==> src/rtl/core/lsr_pkg.sv <==
// Shared types, widths and register indexes of the Laplacian row generator.
package lsr_pkg;

   localparam int MAX_DIM_DEF = 256;
   localparam int SIZE_W      = 9;
   localparam int COEF_W      = 32;
   localparam int CELL_W      = 8;
   localparam int COL_W       = 24;
   localparam int VAL_W       = 40;
   localparam int N_SLOT      = 7;
   localparam int CSR_IDX_W   = 3;
   localparam int CSR_DATA_W  = 32;

   localparam logic [CSR_IDX_W-1:0] CSR_SIZE_X = 3'd0;
   localparam logic [CSR_IDX_W-1:0] CSR_SIZE_Y = 3'd1;
   localparam logic [CSR_IDX_W-1:0] CSR_SIZE_Z = 3'd2;
   localparam logic [CSR_IDX_W-1:0] CSR_COEF_X = 3'd3;
   localparam logic [CSR_IDX_W-1:0] CSR_COEF_Y = 3'd4;
   localparam logic [CSR_IDX_W-1:0] CSR_COEF_Z = 3'd5;

   // Entry slots in ascending column order.
   localparam logic [2:0] SLOT_XM = 3'd0;
   localparam logic [2:0] SLOT_YM = 3'd1;
   localparam logic [2:0] SLOT_ZM = 3'd2;
   localparam logic [2:0] SLOT_CT = 3'd3;
   localparam logic [2:0] SLOT_ZP = 3'd4;
   localparam logic [2:0] SLOT_YP = 3'd5;
   localparam logic [2:0] SLOT_XP = 3'd6;

   typedef struct packed {
      logic        [SIZE_W-1:0] size_x;
      logic        [SIZE_W-1:0] size_y;
      logic        [SIZE_W-1:0] size_z;
      logic signed [COEF_W-1:0] coef_x;
      logic signed [COEF_W-1:0] coef_y;
      logic signed [COEF_W-1:0] coef_z;
   } cfg_type;

   typedef struct packed {
      logic        [COL_W-1:0]  base;
      logic        [COL_W-1:0]  sz_off;
      logic        [COL_W-1:0]  plane_off;
      logic signed [VAL_W-1:0]  diag;
      logic        [N_SLOT-1:0] mask;
      logic                     bad;
   } row_type;

endpackage

==> src/rtl/core/lsr_index.sv <==
// Three-stage pipeline: bound checks, column index products and diagonal sum.
module lsr_index #(
   parameter int MAX_DIM = lsr_pkg::MAX_DIM_DEF
) (
   input  logic                        clock,
   input  logic                        reset,
   input  lsr_pkg::cfg_type            cfg,
   input  logic                        req_valid,
   output logic                        req_ready,
   input  logic [lsr_pkg::CELL_W-1:0]  cell_x,
   input  logic [lsr_pkg::CELL_W-1:0]  cell_y,
   input  logic [lsr_pkg::CELL_W-1:0]  cell_z,
   output logic                        row_valid,
   input  logic                        row_ready,
   output lsr_pkg::row_type            row
);

   localparam int SZW   = $clog2(MAX_DIM + 1);
   localparam int CW    = lsr_pkg::CELL_W;
   localparam int XSY_W = CW + SZW;
   localparam int ROW_W = XSY_W + 1;
   localparam int PRD_W = ROW_W + SZW;
   localparam int COL_W = lsr_pkg::COL_W;
   localparam int VAL_W = lsr_pkg::VAL_W;
   localparam int NS    = lsr_pkg::N_SLOT;

   function automatic logic [SZW-1:0] eff_size(input logic [lsr_pkg::SIZE_W-1:0] s);
      if (32'(s) > 32'(MAX_DIM)) begin
         return SZW'(MAX_DIM);
      end else begin
         return SZW'(s);
      end
   endfunction

   // Coefficient times the number of neighbors present on that axis.
   function automatic logic signed [VAL_W-1:0] axis_term(
      input logic signed [lsr_pkg::COEF_W-1:0] c,
      input logic lo,
      input logic hi
   );
      logic signed [VAL_W-1:0] cw;
      cw = VAL_W'(c);
      case ({lo, hi})
         2'b11:   return cw <<< 1;
         2'b10:   return cw;
         2'b01:   return cw;
         default: return '0;
      endcase
   endfunction

   logic [SZW-1:0] sx, sy, sz;
   logic           in_bad;
   logic [NS-1:0]  in_mask;

   logic                    s1_valid_ff, s1_valid_in;
   logic [CW-1:0]           s1_x_ff, s1_y_ff, s1_z_ff;
   logic [SZW-1:0]          s1_sy_ff, s1_sz_ff;
   logic [NS-1:0]           s1_mask_ff;
   logic                    s1_bad_ff;

   logic                    s2_valid_ff, s2_valid_in;
   logic [XSY_W-1:0]        s2_xsy_ff, s2_xsy_in;
   logic [CW-1:0]           s2_y_ff, s2_z_ff;
   logic [SZW-1:0]          s2_sz_ff;
   logic [2*SZW-1:0]        plane_full;
   logic [COL_W-1:0]        s2_plane_ff;
   logic signed [VAL_W-1:0] s2_sxy_ff, s2_sxy_in;
   logic [NS-1:0]           s2_mask_ff;
   logic                    s2_bad_ff;

   logic                    s3_valid_ff, s3_valid_in;
   logic [ROW_W-1:0]        row_sum;
   logic [PRD_W-1:0]        prod;
   logic [COL_W-1:0]        s3_t_ff;
   logic [CW-1:0]           s3_z_ff;
   logic [SZW-1:0]          s3_sz_ff;
   logic [COL_W-1:0]        s3_plane_ff;
   logic signed [VAL_W-1:0] s3_diag_ff, s3_diag_in;
   logic [NS-1:0]           s3_mask_ff;
   logic                    s3_bad_ff;

   logic adv1, adv2, adv3;

   assign adv3      = !s3_valid_ff || row_ready;
   assign adv2      = !s2_valid_ff || adv3;
   assign adv1      = !s1_valid_ff || adv2;
   assign req_ready = adv1;

   // Stage 1 inputs: effective sizes and neighbor presence.
   always_comb begin
      sx     = eff_size(cfg.size_x);
      sy     = eff_size(cfg.size_y);
      sz     = eff_size(cfg.size_z);
      in_bad = (32'(cell_x) >= 32'(sx)) || (32'(cell_y) >= 32'(sy)) ||
               (32'(cell_z) >= 32'(sz));
      if (in_bad) begin
         in_mask = '0;
         in_mask[lsr_pkg::SLOT_CT] = 1'b1;
      end else begin
         in_mask[lsr_pkg::SLOT_XM] = (cell_x != '0);
         in_mask[lsr_pkg::SLOT_YM] = (cell_y != '0);
         in_mask[lsr_pkg::SLOT_ZM] = (cell_z != '0);
         in_mask[lsr_pkg::SLOT_CT] = 1'b1;
         in_mask[lsr_pkg::SLOT_ZP] = (32'(cell_z) + 32'd1 < 32'(sz));
         in_mask[lsr_pkg::SLOT_YP] = (32'(cell_y) + 32'd1 < 32'(sy));
         in_mask[lsr_pkg::SLOT_XP] = (32'(cell_x) + 32'd1 < 32'(sx));
      end
   end

   assign s1_valid_in = adv1 ? req_valid : s1_valid_ff;
   assign s2_valid_in = adv2 ? s1_valid_ff : s2_valid_ff;
   assign s3_valid_in = adv3 ? s2_valid_ff : s3_valid_ff;

   // Stage 2: x*size_y, the plane stride and the x/y part of the diagonal.
   always_comb begin
      s2_xsy_in  = XSY_W'(s1_x_ff) * XSY_W'(s1_sy_ff);
      plane_full = (2*SZW)'(s1_sy_ff) * (2*SZW)'(s1_sz_ff);
      s2_sxy_in  = axis_term(cfg.coef_x, s1_mask_ff[lsr_pkg::SLOT_XM],
                             s1_mask_ff[lsr_pkg::SLOT_XP]) +
                   axis_term(cfg.coef_y, s1_mask_ff[lsr_pkg::SLOT_YM],
                             s1_mask_ff[lsr_pkg::SLOT_YP]);
   end

   // Stage 3: (x*size_y+y)*size_z and the negated diagonal.
   always_comb begin
      row_sum = ROW_W'(s2_xsy_ff) + ROW_W'(s2_y_ff);
      prod    = PRD_W'(row_sum) * PRD_W'(s2_sz_ff);
      if (s2_bad_ff) begin
         s3_diag_in = '0;
      end else begin
         s3_diag_in = -(s2_sxy_ff + axis_term(cfg.coef_z, s2_mask_ff[lsr_pkg::SLOT_ZM],
                                              s2_mask_ff[lsr_pkg::SLOT_ZP]));
      end
   end

   always_ff @(posedge clock) begin
      if (reset) begin
         s1_valid_ff <= 1'b0;
         s2_valid_ff <= 1'b0;
         s3_valid_ff <= 1'b0;
      end else begin
         s1_valid_ff <= s1_valid_in;
         s2_valid_ff <= s2_valid_in;
         s3_valid_ff <= s3_valid_in;
      end
   end

   always_ff @(posedge clock) begin
      if (adv1) begin
         s1_x_ff    <= cell_x;
         s1_y_ff    <= cell_y;
         s1_z_ff    <= cell_z;
         s1_sy_ff   <= sy;
         s1_sz_ff   <= sz;
         s1_mask_ff <= in_mask;
         s1_bad_ff  <= in_bad;
      end
      if (adv2) begin
         s2_xsy_ff   <= s2_xsy_in;
         s2_y_ff     <= s1_y_ff;
         s2_z_ff     <= s1_z_ff;
         s2_sz_ff    <= s1_sz_ff;
         s2_plane_ff <= COL_W'(plane_full);
         s2_sxy_ff   <= s2_sxy_in;
         s2_mask_ff  <= s1_mask_ff;
         s2_bad_ff   <= s1_bad_ff;
      end
      if (adv3) begin
         s3_t_ff     <= COL_W'(prod);
         s3_z_ff     <= s2_z_ff;
         s3_sz_ff    <= s2_sz_ff;
         s3_plane_ff <= s2_plane_ff;
         s3_diag_ff  <= s3_diag_in;
         s3_mask_ff  <= s2_mask_ff;
         s3_bad_ff   <= s2_bad_ff;
      end
   end

   assign row_valid     = s3_valid_ff;
   assign row.base      = s3_bad_ff ? '0 : s3_t_ff + COL_W'(s3_z_ff);
   assign row.sz_off    = COL_W'(s3_sz_ff);
   assign row.plane_off = s3_plane_ff;
   assign row.diag      = s3_diag_ff;
   assign row.mask      = s3_mask_ff;
   assign row.bad       = s3_bad_ff;

endmodule

==> src/rtl/core/lsr_serial.sv <==
// Row buffer that issues one matrix entry per beat into the output register.
module lsr_serial (
   input  logic                                clock,
   input  logic                                reset,
   input  lsr_pkg::cfg_type                    cfg,
   input  logic                                row_valid,
   output logic                                row_ready,
   input  lsr_pkg::row_type                    row,
   output logic                                rsp_valid,
   input  logic                                rsp_ready,
   output logic [lsr_pkg::COL_W-1:0]           rsp_col,
   output logic signed [lsr_pkg::VAL_W-1:0]    rsp_val,
   output logic                                rsp_last,
   output logic                                rsp_bad
);

   localparam int NS    = lsr_pkg::N_SLOT;
   localparam int COL_W = lsr_pkg::COL_W;
   localparam int VAL_W = lsr_pkg::VAL_W;

   lsr_pkg::row_type        row_ff;
   logic [NS-1:0]           rem_ff, rem_in;
   logic [2:0]              idx;
   logic [NS-1:0]           rest;
   logic                    is_last, pop, out_free, take;
   logic [COL_W-1:0]        off;
   logic                    neg;
   logic [COL_W-1:0]        col_sel;
   logic signed [VAL_W-1:0] val_sel;

   logic                    rsp_valid_ff, rsp_valid_in;
   logic [COL_W-1:0]        rsp_col_ff;
   logic signed [VAL_W-1:0] rsp_val_ff;
   logic                    rsp_last_ff, rsp_bad_ff;

   // Lowest pending slot goes out first.
   always_comb begin
      idx = lsr_pkg::SLOT_CT;
      for (int i = NS - 1; i >= 0; i--) begin
         if (rem_ff[i]) begin
            idx = 3'(i);
         end
      end
      rest    = rem_ff & ~(NS'(1) << idx);
      is_last = (rest == '0);
   end

   assign out_free  = !rsp_valid_ff || rsp_ready;
   assign pop       = (rem_ff != '0) && out_free;
   assign take      = (rem_ff == '0) || (pop && is_last);
   assign row_ready = take;

   always_comb begin
      if (take && row_valid) begin
         rem_in = row.mask;
      end else if (pop) begin
         rem_in = rest;
      end else begin
         rem_in = rem_ff;
      end
   end

   always_comb begin
      off     = '0;
      neg     = 1'b0;
      val_sel = '0;
      case (idx)
         lsr_pkg::SLOT_XM: begin
            off     = row_ff.plane_off;
            neg     = 1'b1;
            val_sel = VAL_W'(cfg.coef_x);
         end
         lsr_pkg::SLOT_YM: begin
            off     = row_ff.sz_off;
            neg     = 1'b1;
            val_sel = VAL_W'(cfg.coef_y);
         end
         lsr_pkg::SLOT_ZM: begin
            off     = COL_W'(1);
            neg     = 1'b1;
            val_sel = VAL_W'(cfg.coef_z);
         end
         lsr_pkg::SLOT_CT: begin
            val_sel = row_ff.diag;
         end
         lsr_pkg::SLOT_ZP: begin
            off     = COL_W'(1);
            val_sel = VAL_W'(cfg.coef_z);
         end
         lsr_pkg::SLOT_YP: begin
            off     = row_ff.sz_off;
            val_sel = VAL_W'(cfg.coef_y);
         end
         lsr_pkg::SLOT_XP: begin
            off     = row_ff.plane_off;
            val_sel = VAL_W'(cfg.coef_x);
         end
         default: begin
            off     = '0;
            val_sel = '0;
         end
      endcase
      col_sel = neg ? row_ff.base - off : row_ff.base + off;
   end

   assign rsp_valid_in = pop ? 1'b1 : (rsp_ready ? 1'b0 : rsp_valid_ff);

   always_ff @(posedge clock) begin
      if (reset) begin
         rem_ff       <= '0;
         rsp_valid_ff <= 1'b0;
      end else begin
         rem_ff       <= rem_in;
         rsp_valid_ff <= rsp_valid_in;
      end
   end

   always_ff @(posedge clock) begin
      if (take && row_valid) begin
         row_ff <= row;
      end
      if (pop) begin
         rsp_col_ff  <= col_sel;
         rsp_val_ff  <= val_sel;
         rsp_last_ff <= is_last;
         rsp_bad_ff  <= row_ff.bad;
      end
   end

   assign rsp_valid = rsp_valid_ff;
   assign rsp_col   = rsp_col_ff;
   assign rsp_val   = rsp_val_ff;
   assign rsp_last  = rsp_last_ff;
   assign rsp_bad   = rsp_bad_ff;

   // A bad coordinate yields one zero beat that closes the row.
   a_bad_beat: assert property (@(posedge clock) disable iff (reset)
      (rsp_valid_ff && rsp_bad_ff) |-> (rsp_last_ff && rsp_col_ff == '0 && rsp_val_ff == '0))
      else $error("bad coordinate beat not a lone zero entry");

   // Every loaded row carries its diagonal entry.
   a_row_centre: assert property (@(posedge clock) disable iff (reset)
      (row_valid && take) |=> rem_ff[lsr_pkg::SLOT_CT])
      else $error("loaded row lacks diagonal slot");

   // A pending slot with a free output register always produces a beat.
   a_pop_beat: assert property (@(posedge clock) disable iff (reset)
      pop |=> rsp_valid_ff)
      else $error("pending entry not issued");

   // A stalled beat keeps the row buffer frozen.
   a_hold_rem: assert property (@(posedge clock) disable iff (reset)
      (rsp_valid_ff && !rsp_ready && rem_ff != '0) |=> $stable(rem_ff))
      else $error("row buffer advanced under stall");

endmodule

==> src/rtl/core/laplacian_stencil_row_generator_unit.sv <==
// Top level of the seven-point Laplacian matrix row generator.
//
//  channel  direction  signals                          payload
//  req      in         req_tvalid/tready/tdata          tdata = cell_x, cell_y, cell_z
//  rsp      out        rsp_tvalid/tready/tdata/tlast/   tdata = column_index, matrix_value;
//                      tuser                            tlast = last_in_row; tuser = bad
//  csr      in         csr_wen/csr_index/csr_wdata      size_x/y/z, coef_x/y/z
//
// A cell passes three pipeline stages (bounds, index products, diagonal) and then
// the row buffer, which issues one entry per cycle while rsp is not stalled. A row
// has n entries (1 to 7); the buffer takes the next row as its last entry goes out.
// The first entry passes the stage registers, row buffer and output register.
// Reset is synchronous; it clears valid bits and sets configuration to its defaults.
// A stall on rsp holds the row buffer and backs up the pipeline stage by stage.
module laplacian_stencil_row_generator_unit #(
   parameter int MAX_DIM = lsr_pkg::MAX_DIM_DEF
) (
   input  logic                              clock,
   input  logic                              reset,
   input  logic                              req_tvalid,
   output logic                              req_tready,
   input  logic [23:0]                       req_tdata,  // cell_x, cell_y, cell_z
   output logic                              rsp_tvalid,
   input  logic                              rsp_tready,
   output logic [63:0]                       rsp_tdata,  // column_index, matrix_value
   output logic                              rsp_tlast,
   output logic                              rsp_tuser,  // bad_coordinate
   input  logic                              csr_wen,
   input  logic [lsr_pkg::CSR_IDX_W-1:0]     csr_index,
   input  logic [lsr_pkg::CSR_DATA_W-1:0]    csr_wdata
);

   localparam int CW = lsr_pkg::CELL_W;

   lsr_pkg::cfg_type cfg_ff;

   logic                               row_valid, row_ready;
   lsr_pkg::row_type                   row;
   logic [lsr_pkg::COL_W-1:0]          col;
   logic signed [lsr_pkg::VAL_W-1:0]   val;

   always_ff @(posedge clock) begin
      if (reset) begin
         cfg_ff.size_x <= lsr_pkg::SIZE_W'(2);
         cfg_ff.size_y <= lsr_pkg::SIZE_W'(2);
         cfg_ff.size_z <= lsr_pkg::SIZE_W'(2);
         cfg_ff.coef_x <= '0;
         cfg_ff.coef_y <= '0;
         cfg_ff.coef_z <= '0;
      end else if (csr_wen) begin
         case (csr_index)
            lsr_pkg::CSR_SIZE_X: cfg_ff.size_x <= csr_wdata[lsr_pkg::SIZE_W-1:0];
            lsr_pkg::CSR_SIZE_Y: cfg_ff.size_y <= csr_wdata[lsr_pkg::SIZE_W-1:0];
            lsr_pkg::CSR_SIZE_Z: cfg_ff.size_z <= csr_wdata[lsr_pkg::SIZE_W-1:0];
            lsr_pkg::CSR_COEF_X: cfg_ff.coef_x <= csr_wdata[lsr_pkg::COEF_W-1:0];
            lsr_pkg::CSR_COEF_Y: cfg_ff.coef_y <= csr_wdata[lsr_pkg::COEF_W-1:0];
            lsr_pkg::CSR_COEF_Z: cfg_ff.coef_z <= csr_wdata[lsr_pkg::COEF_W-1:0];
            default: ;
         endcase
      end
   end

   lsr_index #(
      .MAX_DIM (MAX_DIM)
   ) u_index (
      .clock     (clock),
      .reset     (reset),
      .cfg       (cfg_ff),
      .req_valid (req_tvalid),
      .req_ready (req_tready),
      .cell_x    (req_tdata[CW-1:0]),
      .cell_y    (req_tdata[2*CW-1:CW]),
      .cell_z    (req_tdata[3*CW-1:2*CW]),
      .row_valid (row_valid),
      .row_ready (row_ready),
      .row       (row)
   );

   lsr_serial u_serial (
      .clock     (clock),
      .reset     (reset),
      .cfg       (cfg_ff),
      .row_valid (row_valid),
      .row_ready (row_ready),
      .row       (row),
      .rsp_valid (rsp_tvalid),
      .rsp_ready (rsp_tready),
      .rsp_col   (col),
      .rsp_val   (val),
      .rsp_last  (rsp_tlast),
      .rsp_bad   (rsp_tuser)
   );

   assign rsp_tdata = {val, col};

endmodule
==> config.mk <==
export PLATFORM = sky130hd
export DESIGN_NAME = laplacian_stencil_row_generator_unit
export DESIGN_NICKNAME = d
export VERILOG_FILES = /design/src/rtl/core/lsr_pkg.sv /design/src/rtl/core/lsr_index.sv /design/src/rtl/core/lsr_serial.sv /design/src/rtl/core/laplacian_stencil_row_generator_unit.sv
export SDC_FILE = /design/constraint.sdc
export NUM_CORES = 2
export LEC_CHECK = 0
export BUFFER_PORTS_ARGS = -buffer_cell sky130_fd_sc_hd__buf_4
export CORE_ASPECT_RATIO = 1.2
export CORE_MARGIN = 2
export CORE_UTILIZATION = 54
export CTS_BUF_LIST = sky130_fd_sc_hd__clkbuf_4 sky130_fd_sc_hd__clkbuf_8
export DETAILED_ROUTE_END_ITERATION = 8
export PLACE_DENSITY = 0.8
export SYNTH_ARGS = -nofsm -noshare
export SYNTH_HDL_FRONTEND = slang
export SYNTH_SLANG_ARGS = --single-unit
==> constraint.sdc <==
create_clock -name clock -period 7.9 [get_ports clock]
set_input_delay 0.79 -clock clock [delete_from_list [all_inputs] [get_ports clock]]
set_output_delay 0.79 -clock clock [all_outputs]
set_load 0.05 [all_outputs]
After elaboration in Yosys (flattened, before gate mapping)
Cells that the tools add are included.
Widths: inputs -> output; s select.
{"block": "classes", "addsub": 10, "n_mul": 3, "n_lt_le_gt_ge": 9, "eq_ne": 20, "shift": 1, "mux": 22, "bitwise": 2, "reduce_logical": 37}
{"cell": "$pmux 40 s2", "n": 3}
{"cell": "$pmux 40 s4", "n": 1}
{"cell": "$lt 32x9->1", "n": 3}
{"cell": "$add 40x40->40", "n": 2}
{"cell": "$pmux 18 s3", "n": 1}
{"cell": "$mux 40", "n": 1}
{"cell": "$neg 40->40", "n": 1}
{"cell": "$add 8x1->9 const B", "n": 3}
{"cell": "$ge 8x9->1", "n": 3}
{"cell": "$gt 9x9->1 const B", "n": 3}
{"cell": "$mux 9", "n": 3}
{"cell": "$add 24x18->24", "n": 1}
{"cell": "$add 24x8->24", "n": 1}
{"cell": "$mul 18x9->24", "n": 1}
{"cell": "$mux 24", "n": 1}
{"cell": "$reduce_bool 8->1", "n": 3}
{"cell": "$sub 24x18->24", "n": 1}
{"cell": "$mux 3", "n": 7}
{"cell": "$add 17x8->18", "n": 1}
{"cell": "$mul 9x9->18", "n": 1}
{"cell": "$mul 8x9->17", "n": 1}
{"cell": "$eq 3x3->1 const B", "n": 5}
{"cell": "$logic_not 7->1", "n": 2}
{"cell": "$mux 7", "n": 2}
{"cell": "17 further kinds", "n": 53}
{"block": "totals", "regBits": 557, "output_inout_bits": 68, "word_cells": 147}

Longest topological paths before layout
{"block": "depth", "depth_word": 16, "mapped_depth": 27, "ltp_nobuf": 27}

Hierarchy
A second synthesis with hierarchy kept.
{"block": "unflattened", "hier_cells": 3628, "area_unflattened_um2": 39068.7}
{"mod": "lsr_index", "n_inst": 1, "cells_per_inst": 2551, "area_per_inst_um2": 25754.7, "seq_area_each_um2": 7927.6}
{"mod": "lsr_serial", "n_inst": 1, "cells_per_inst": 633, "area_per_inst_um2": 8418.1, "seq_area_each_um2": 5535.3}
{"mod": "laplacian_stencil_row_generator_unit", "n_inst": 1, "cells_per_inst": 444, "area_per_inst_um2": 4895.9, "seq_area_each_um2": 2462.4}

Worst setup path after synthesis
No wires, ideal clock.
{"block": "synth_path", "path_type": "flip-flop to flip-flop", "startpoint": "register u_index.s2_y_ff[0]", "endpoint": "register u_index.s3_t_ff[22], data pin", "setup_time_ps": 258, "t_arrival_ps": 5955, "t_required_ps": 7642, "slack_ps": 1688, "path_stages_with_launch": 25, "period_less_slack_ps": 6212, "path_cell_list": "edfxtp_1 > ha_1 > fa_1 > a21oi_1 > nor2b_1 > a31o_2 > nor2_1 > nor2_1 > xor2_1 > nand2_1 > fa_1 > inv_1 > fa_1 > fa_1 > inv_1 > fa_1 > inv_1 > ha_1 > a21o_1 > a21o_1 > a31o_2 > a2111oi_0 > o31ai_1 > a21oi_1 > xnor2_1"}
{"block": "synth_via", "elab_chain_cells": 2}
{"element": "from (decl)", "line": "lsr_index.sv:63", "rtl": "logic [CW-1:0] s2_y_ff, s2_z_ff;"}
{"element": "from (signal assigned)", "line": "lsr_index.sv:160", "rtl": "s2_y_ff <= s1_y_ff;"}
{"element": "$add 17x8->18", "line": "lsr_index.sv:126", "rtl": "row_sum = ROW_W'(s2_xsy_ff) + ROW_W'(s2_y_ff);"}
{"element": "$mul 18x9->24", "line": "lsr_index.sv:127", "rtl": "prod = PRD_W'(row_sum) * PRD_W'(s2_sz_ff);"}
{"element": "named net u_index.prod[22]", "line": "lsr_index.sv:73", "rtl": "logic [PRD_W-1:0] prod;"}
{"element": "to (signal assigned)", "line": "lsr_index.sv:169", "rtl": "s3_t_ff <= COL_W'(prod);"}
{"element": "to (decl)", "line": "lsr_index.sv:74", "rtl": "logic [COL_W-1:0] s3_t_ff;"}
The timed path passes the listed nets, and every way through them passes these cells.
A chain may end at the register's enable or synchronous reset.

Worst setup path after layout
Same ends and word-level chain as after synthesis.

==> impl_metrics.ini <==
[clock_tree]
h-tree-depth = 3
cts_resized = 0
ctsHoldBuffers = 0
clk_latency_ns = 0.70
path_clk_slew_ns = 0.06
clockRootBuffer = clkbuf_8
clk_path_buf_depth = 3
cts.sinks = 554
numCtsBuffers = 90
cts_tree = yes
post_cts_buffers = 0

[setup_path]
critical_path_depth = 24
crit_top_cell = fa_1
cp-start-kind = flop
cp_slowest_cell = fa_1
reg2reg_depth = 24
max_stage_delay_ns = 0.57
reg2reg_from = u_index.s2_y_ff[0]
reg2reg_slack_ns = 1.10
cp-endpoint = u_index.s3_t_ff[22]
worstSetupPathType = flop to flop
cp.required_ns = 8.33
critPathBufInv = 3
cp_cell_sequence = ha_1, fa_1, a21oi_1, nor2b_1, a31o_2, nor2_1, nor2_1, xor2_1, nand2_1, fa_1, inv_1, fa_1, fa_1, inv_1, fa_1, inv_1, ha_1, a21o_1, a21o_1, a31o_2, a2111oi_0, o31ai_1, a21oi_1, xnor2_1
reg2reg_to = u_index.s3_t_ff[22]
startpoint = u_index.s2_y_ff[0]
worstPathMaxFanout = 9
critPathArrivalTime_ns = 7.23
crit_family = adder cells
worstSetupEndpointType = flop

[global_route]
track_usage_pct = 24.17
grt_max_degree = 76
gr-total-overflow = 0
grt_pass1_vias = 28170
antenna_found_initial = 2
grt_pass1_wl_um = 140100

[worst_hold_path]
hp-class = input port to flop

[power]
pwr_density_cell_nw_per_um2 = 168.4
seqPwrFrac_pct = 47.9
p_leak_nw = 17.83
pwr-share-clk_pct = 37.4
combPwrFrac_pct = 14.7
power.share.switching_pct = 27.38
p_sw_mw = 1.903
ir_drop_mv = 0.1213
intPower_mw = 5.045

[floorplan]
boundaryPins = 132
start_util_pct = 54.77
dieWidth_um = 244.8
row_count = 105
die_area_um2 = 71690
coreArea_um2 = 68580
die_y_um = 292.9

[timing]
max_freq_mhz = 147.0
final-setup-viol-count = 0
finalMaxSlewViolations = 0
setup_ws_ns = 1.097
post-route-min-period_ns = 6.803
tightest_slew_ns = 1.377
finalHoldViolCount = 0
setup_tns_ns = 0
slew_headroom_pct = 7.955
rsz0062_at_grt = no
skew_ns = 0.05545
period_share_pct = 86.11

[synth]
synthCells = 3762
synthesis.nets = 4358
yosys.area.top_type = edfxtp_1
synth.area.top_cells = edfxtp_1 (34%), fa_1 (11%), ha_1 (11%)
synth-edff-count = 420
dominantRegCellSynth = edfxtp_1
synth-seq-area-share_pct = 40.72
synth_warnings = 0
avgSynthCellArea_um2 = 9.984
synth_top_area_share_pct = 33.58
synth_cell_type_count = 76
async_flop_share_pct = 0
syn_area_um2 = 37560
synth_seq_cells = 554

[routing]
final_antenna_net_count = 0
vias_per_cell = 5.707
wl_per_cell_um = 17.79
via_count = 27700
wirelength_um = 86330
drtPass1Iterations = 7
drt-initial-drc-count = 2225
drc = 0

[placed_design]
dp_hpwl_um = 62290
dp.cells = 4683
gp_congestion = 0.9090
place_area_um2 = 39370
io_buffers = 131
dp_slack_ns = 1.076

[finish]
layout-drive-gt1-share_pct = 9.229
layout.nets = 4462
fillCellCount = 5572
fin_util_pct = 60.18
finalInstanceArea_um2 = 41270
fin_cells = 4854
syn_to_final_growth_pct = 9.877

[job]
maxCapViolCount = 0

[run_status]
status = finished, final reports clean
[cell usage after synthesis, types with 11 or more instances]
cell type	count
clkbuf_1	129
fa_1	208
ha_1	324
inv_1	385
o21ai_1	20
nor3_1	41
a222oi_1	31
o21ai_0	64
and2_1	158
edfxtp_1	420
a211oi_1	21
xnor2_1	120
nor2b_1	39
a31o_2	13
a21oi_1	250
or2_2	18
nand2_1	619
nand3_1	42
a21o_1	71
o21bai_1	11
a31oi_1	15
and3_1	25
nand2b_1	33
a22oi_1	74
xor2_1	61
or3_1	16
a22o_1	32
nand4_1	16
o21a_1	33
dfxtp_1	134
nor2_1	213
[cell type report]
cell class | count | area (µm²) | area share (%)
multi-input cells | 2681 | 20340 | 49.29
clock buffers | 130 | 1589 | 3.850
diodes | 1 | 2.502 | 0.006064
clock inverters | 40 | 311.5 | 0.7549
repair buffers | 151 | 1134 | 2.747
flip-flops and latches | 554 | 15290 | 37.06
well taps | 909 | 1137 | 2.756
inverters | 388 | 1459 | 3.535
[power groups by stage]
stage	registers [mW]	logic, mW	clock network, mW
final	3.33	1.02	2.60
after CTS	3.33	1.02	2.65
after global placement	3.38	0.970	0
after global routing	3.34	1.15	2.77
after detailed placement	3.39	1.02	0
after floorplan	3.39	0.712	0
[per-stage QoR]
| stage | hold WS, ns | power, mW |
|---|---|---|
| final | 0.3493 | 6.948 |
| after detailed placement | 0.4045 | 4.405 |
| after floorplan | 0.4003 | 4.100 |
| after CTS | 0.2858 | 6.996 |
| after global placement | 0.4006 | 4.352 |
| after global routing | 0.3181 | 7.256 |
[how the worst min path moves through the flow]
| stage | from | to | slack [ns] | depth (start not counted) |
|---|---|---|---|---|
| 2_1_floorplan | u_index.s1_bad_ff | u_index.s2_bad_ff | 0.40 | 0 |
| 3_3_place_gp | u_index.s3_diag_ff[17] | u_serial.row_ff[25] | 0.40 | 0 |
| 3_5_place_dp | u_index.s1_mask_ff[4] | u_index.s2_mask_ff[4] | 0.40 | 0 |
| 4_1_cts | req_tdata[16] | u_index.s1_z_ff[0] | 0.29 | 1 |
| 5_1_grt | req_tdata[16] | u_index.s1_z_ff[0] | 0.32 | 1 |
| 6_report | req_tdata[16] | u_index.s1_z_ff[0] | 0.35 | 1 |
[cells in the final DEF (no fill, tap or decap), types with 41 or more instances in the layout]
cell type,Yosys,layout
a21o_1,71,71
a21oi_1,250,249
a22oi_1,74,74
and2_1,158,157
buf_4,1,151
clkbuf_8,0,98
dfxtp_1,134,134
edfxtp_1,420,420
fa_1,208,208
ha_1,324,322
inv_1,385,384
nand2_1,619,618
nor2_1,213,211
nor3_1,41,41
o21ai_0,64,64
xnor2_1,120,120
xor2_1,61,61
[sequential cells by signal (all words and copies together), names as in the netlist, 9 cells and up]
name                 count
cfg_ff                 123
u_index.s1_sy_ff         9
u_index.s1_sz_ff         9
u_index.s2_plane_ff     18
u_index.s2_sxy_ff       40
u_index.s2_sz_ff         9
u_index.s2_xsy_ff       17
u_index.s3_diag_ff      40
u_index.s3_plane_ff     18
u_index.s3_sz_ff         9
u_index.s3_t_ff         24
u_serial.row_ff         92
u_serial.rsp_col        24
u_serial.rsp_val        40
[layer usage]
metal / vias up / wire length [µm] / GRT usage [%]
met2: 1070 / 41110 / 39.98
met5: - / 0 / 0
met4: 0 / 2897 / 10.34
met3: 196 / 7068 / 4.969
li1: 13120 / - / -
met1: 13320 / 35260 / 30.84
[cells by family (layout without fill, tap and decap cells)]
group	count (synthesis)	after routing	share of synthesized area [%]
adder cells (fa/ha/maj)	533	533	21.91
buffers and inverters	527	709	5.293
other	0	1	0
AND/OR/NAND/NOR	1255	1255	15.26
AO/OA/AOI/OAI	707	707	12.42
multiplexers	4	4	0.1199
XOR/XNOR	182	182	4.281
flip-flops	554	554	40.72
Note: power is estimated with default switching activity, not from simulation.
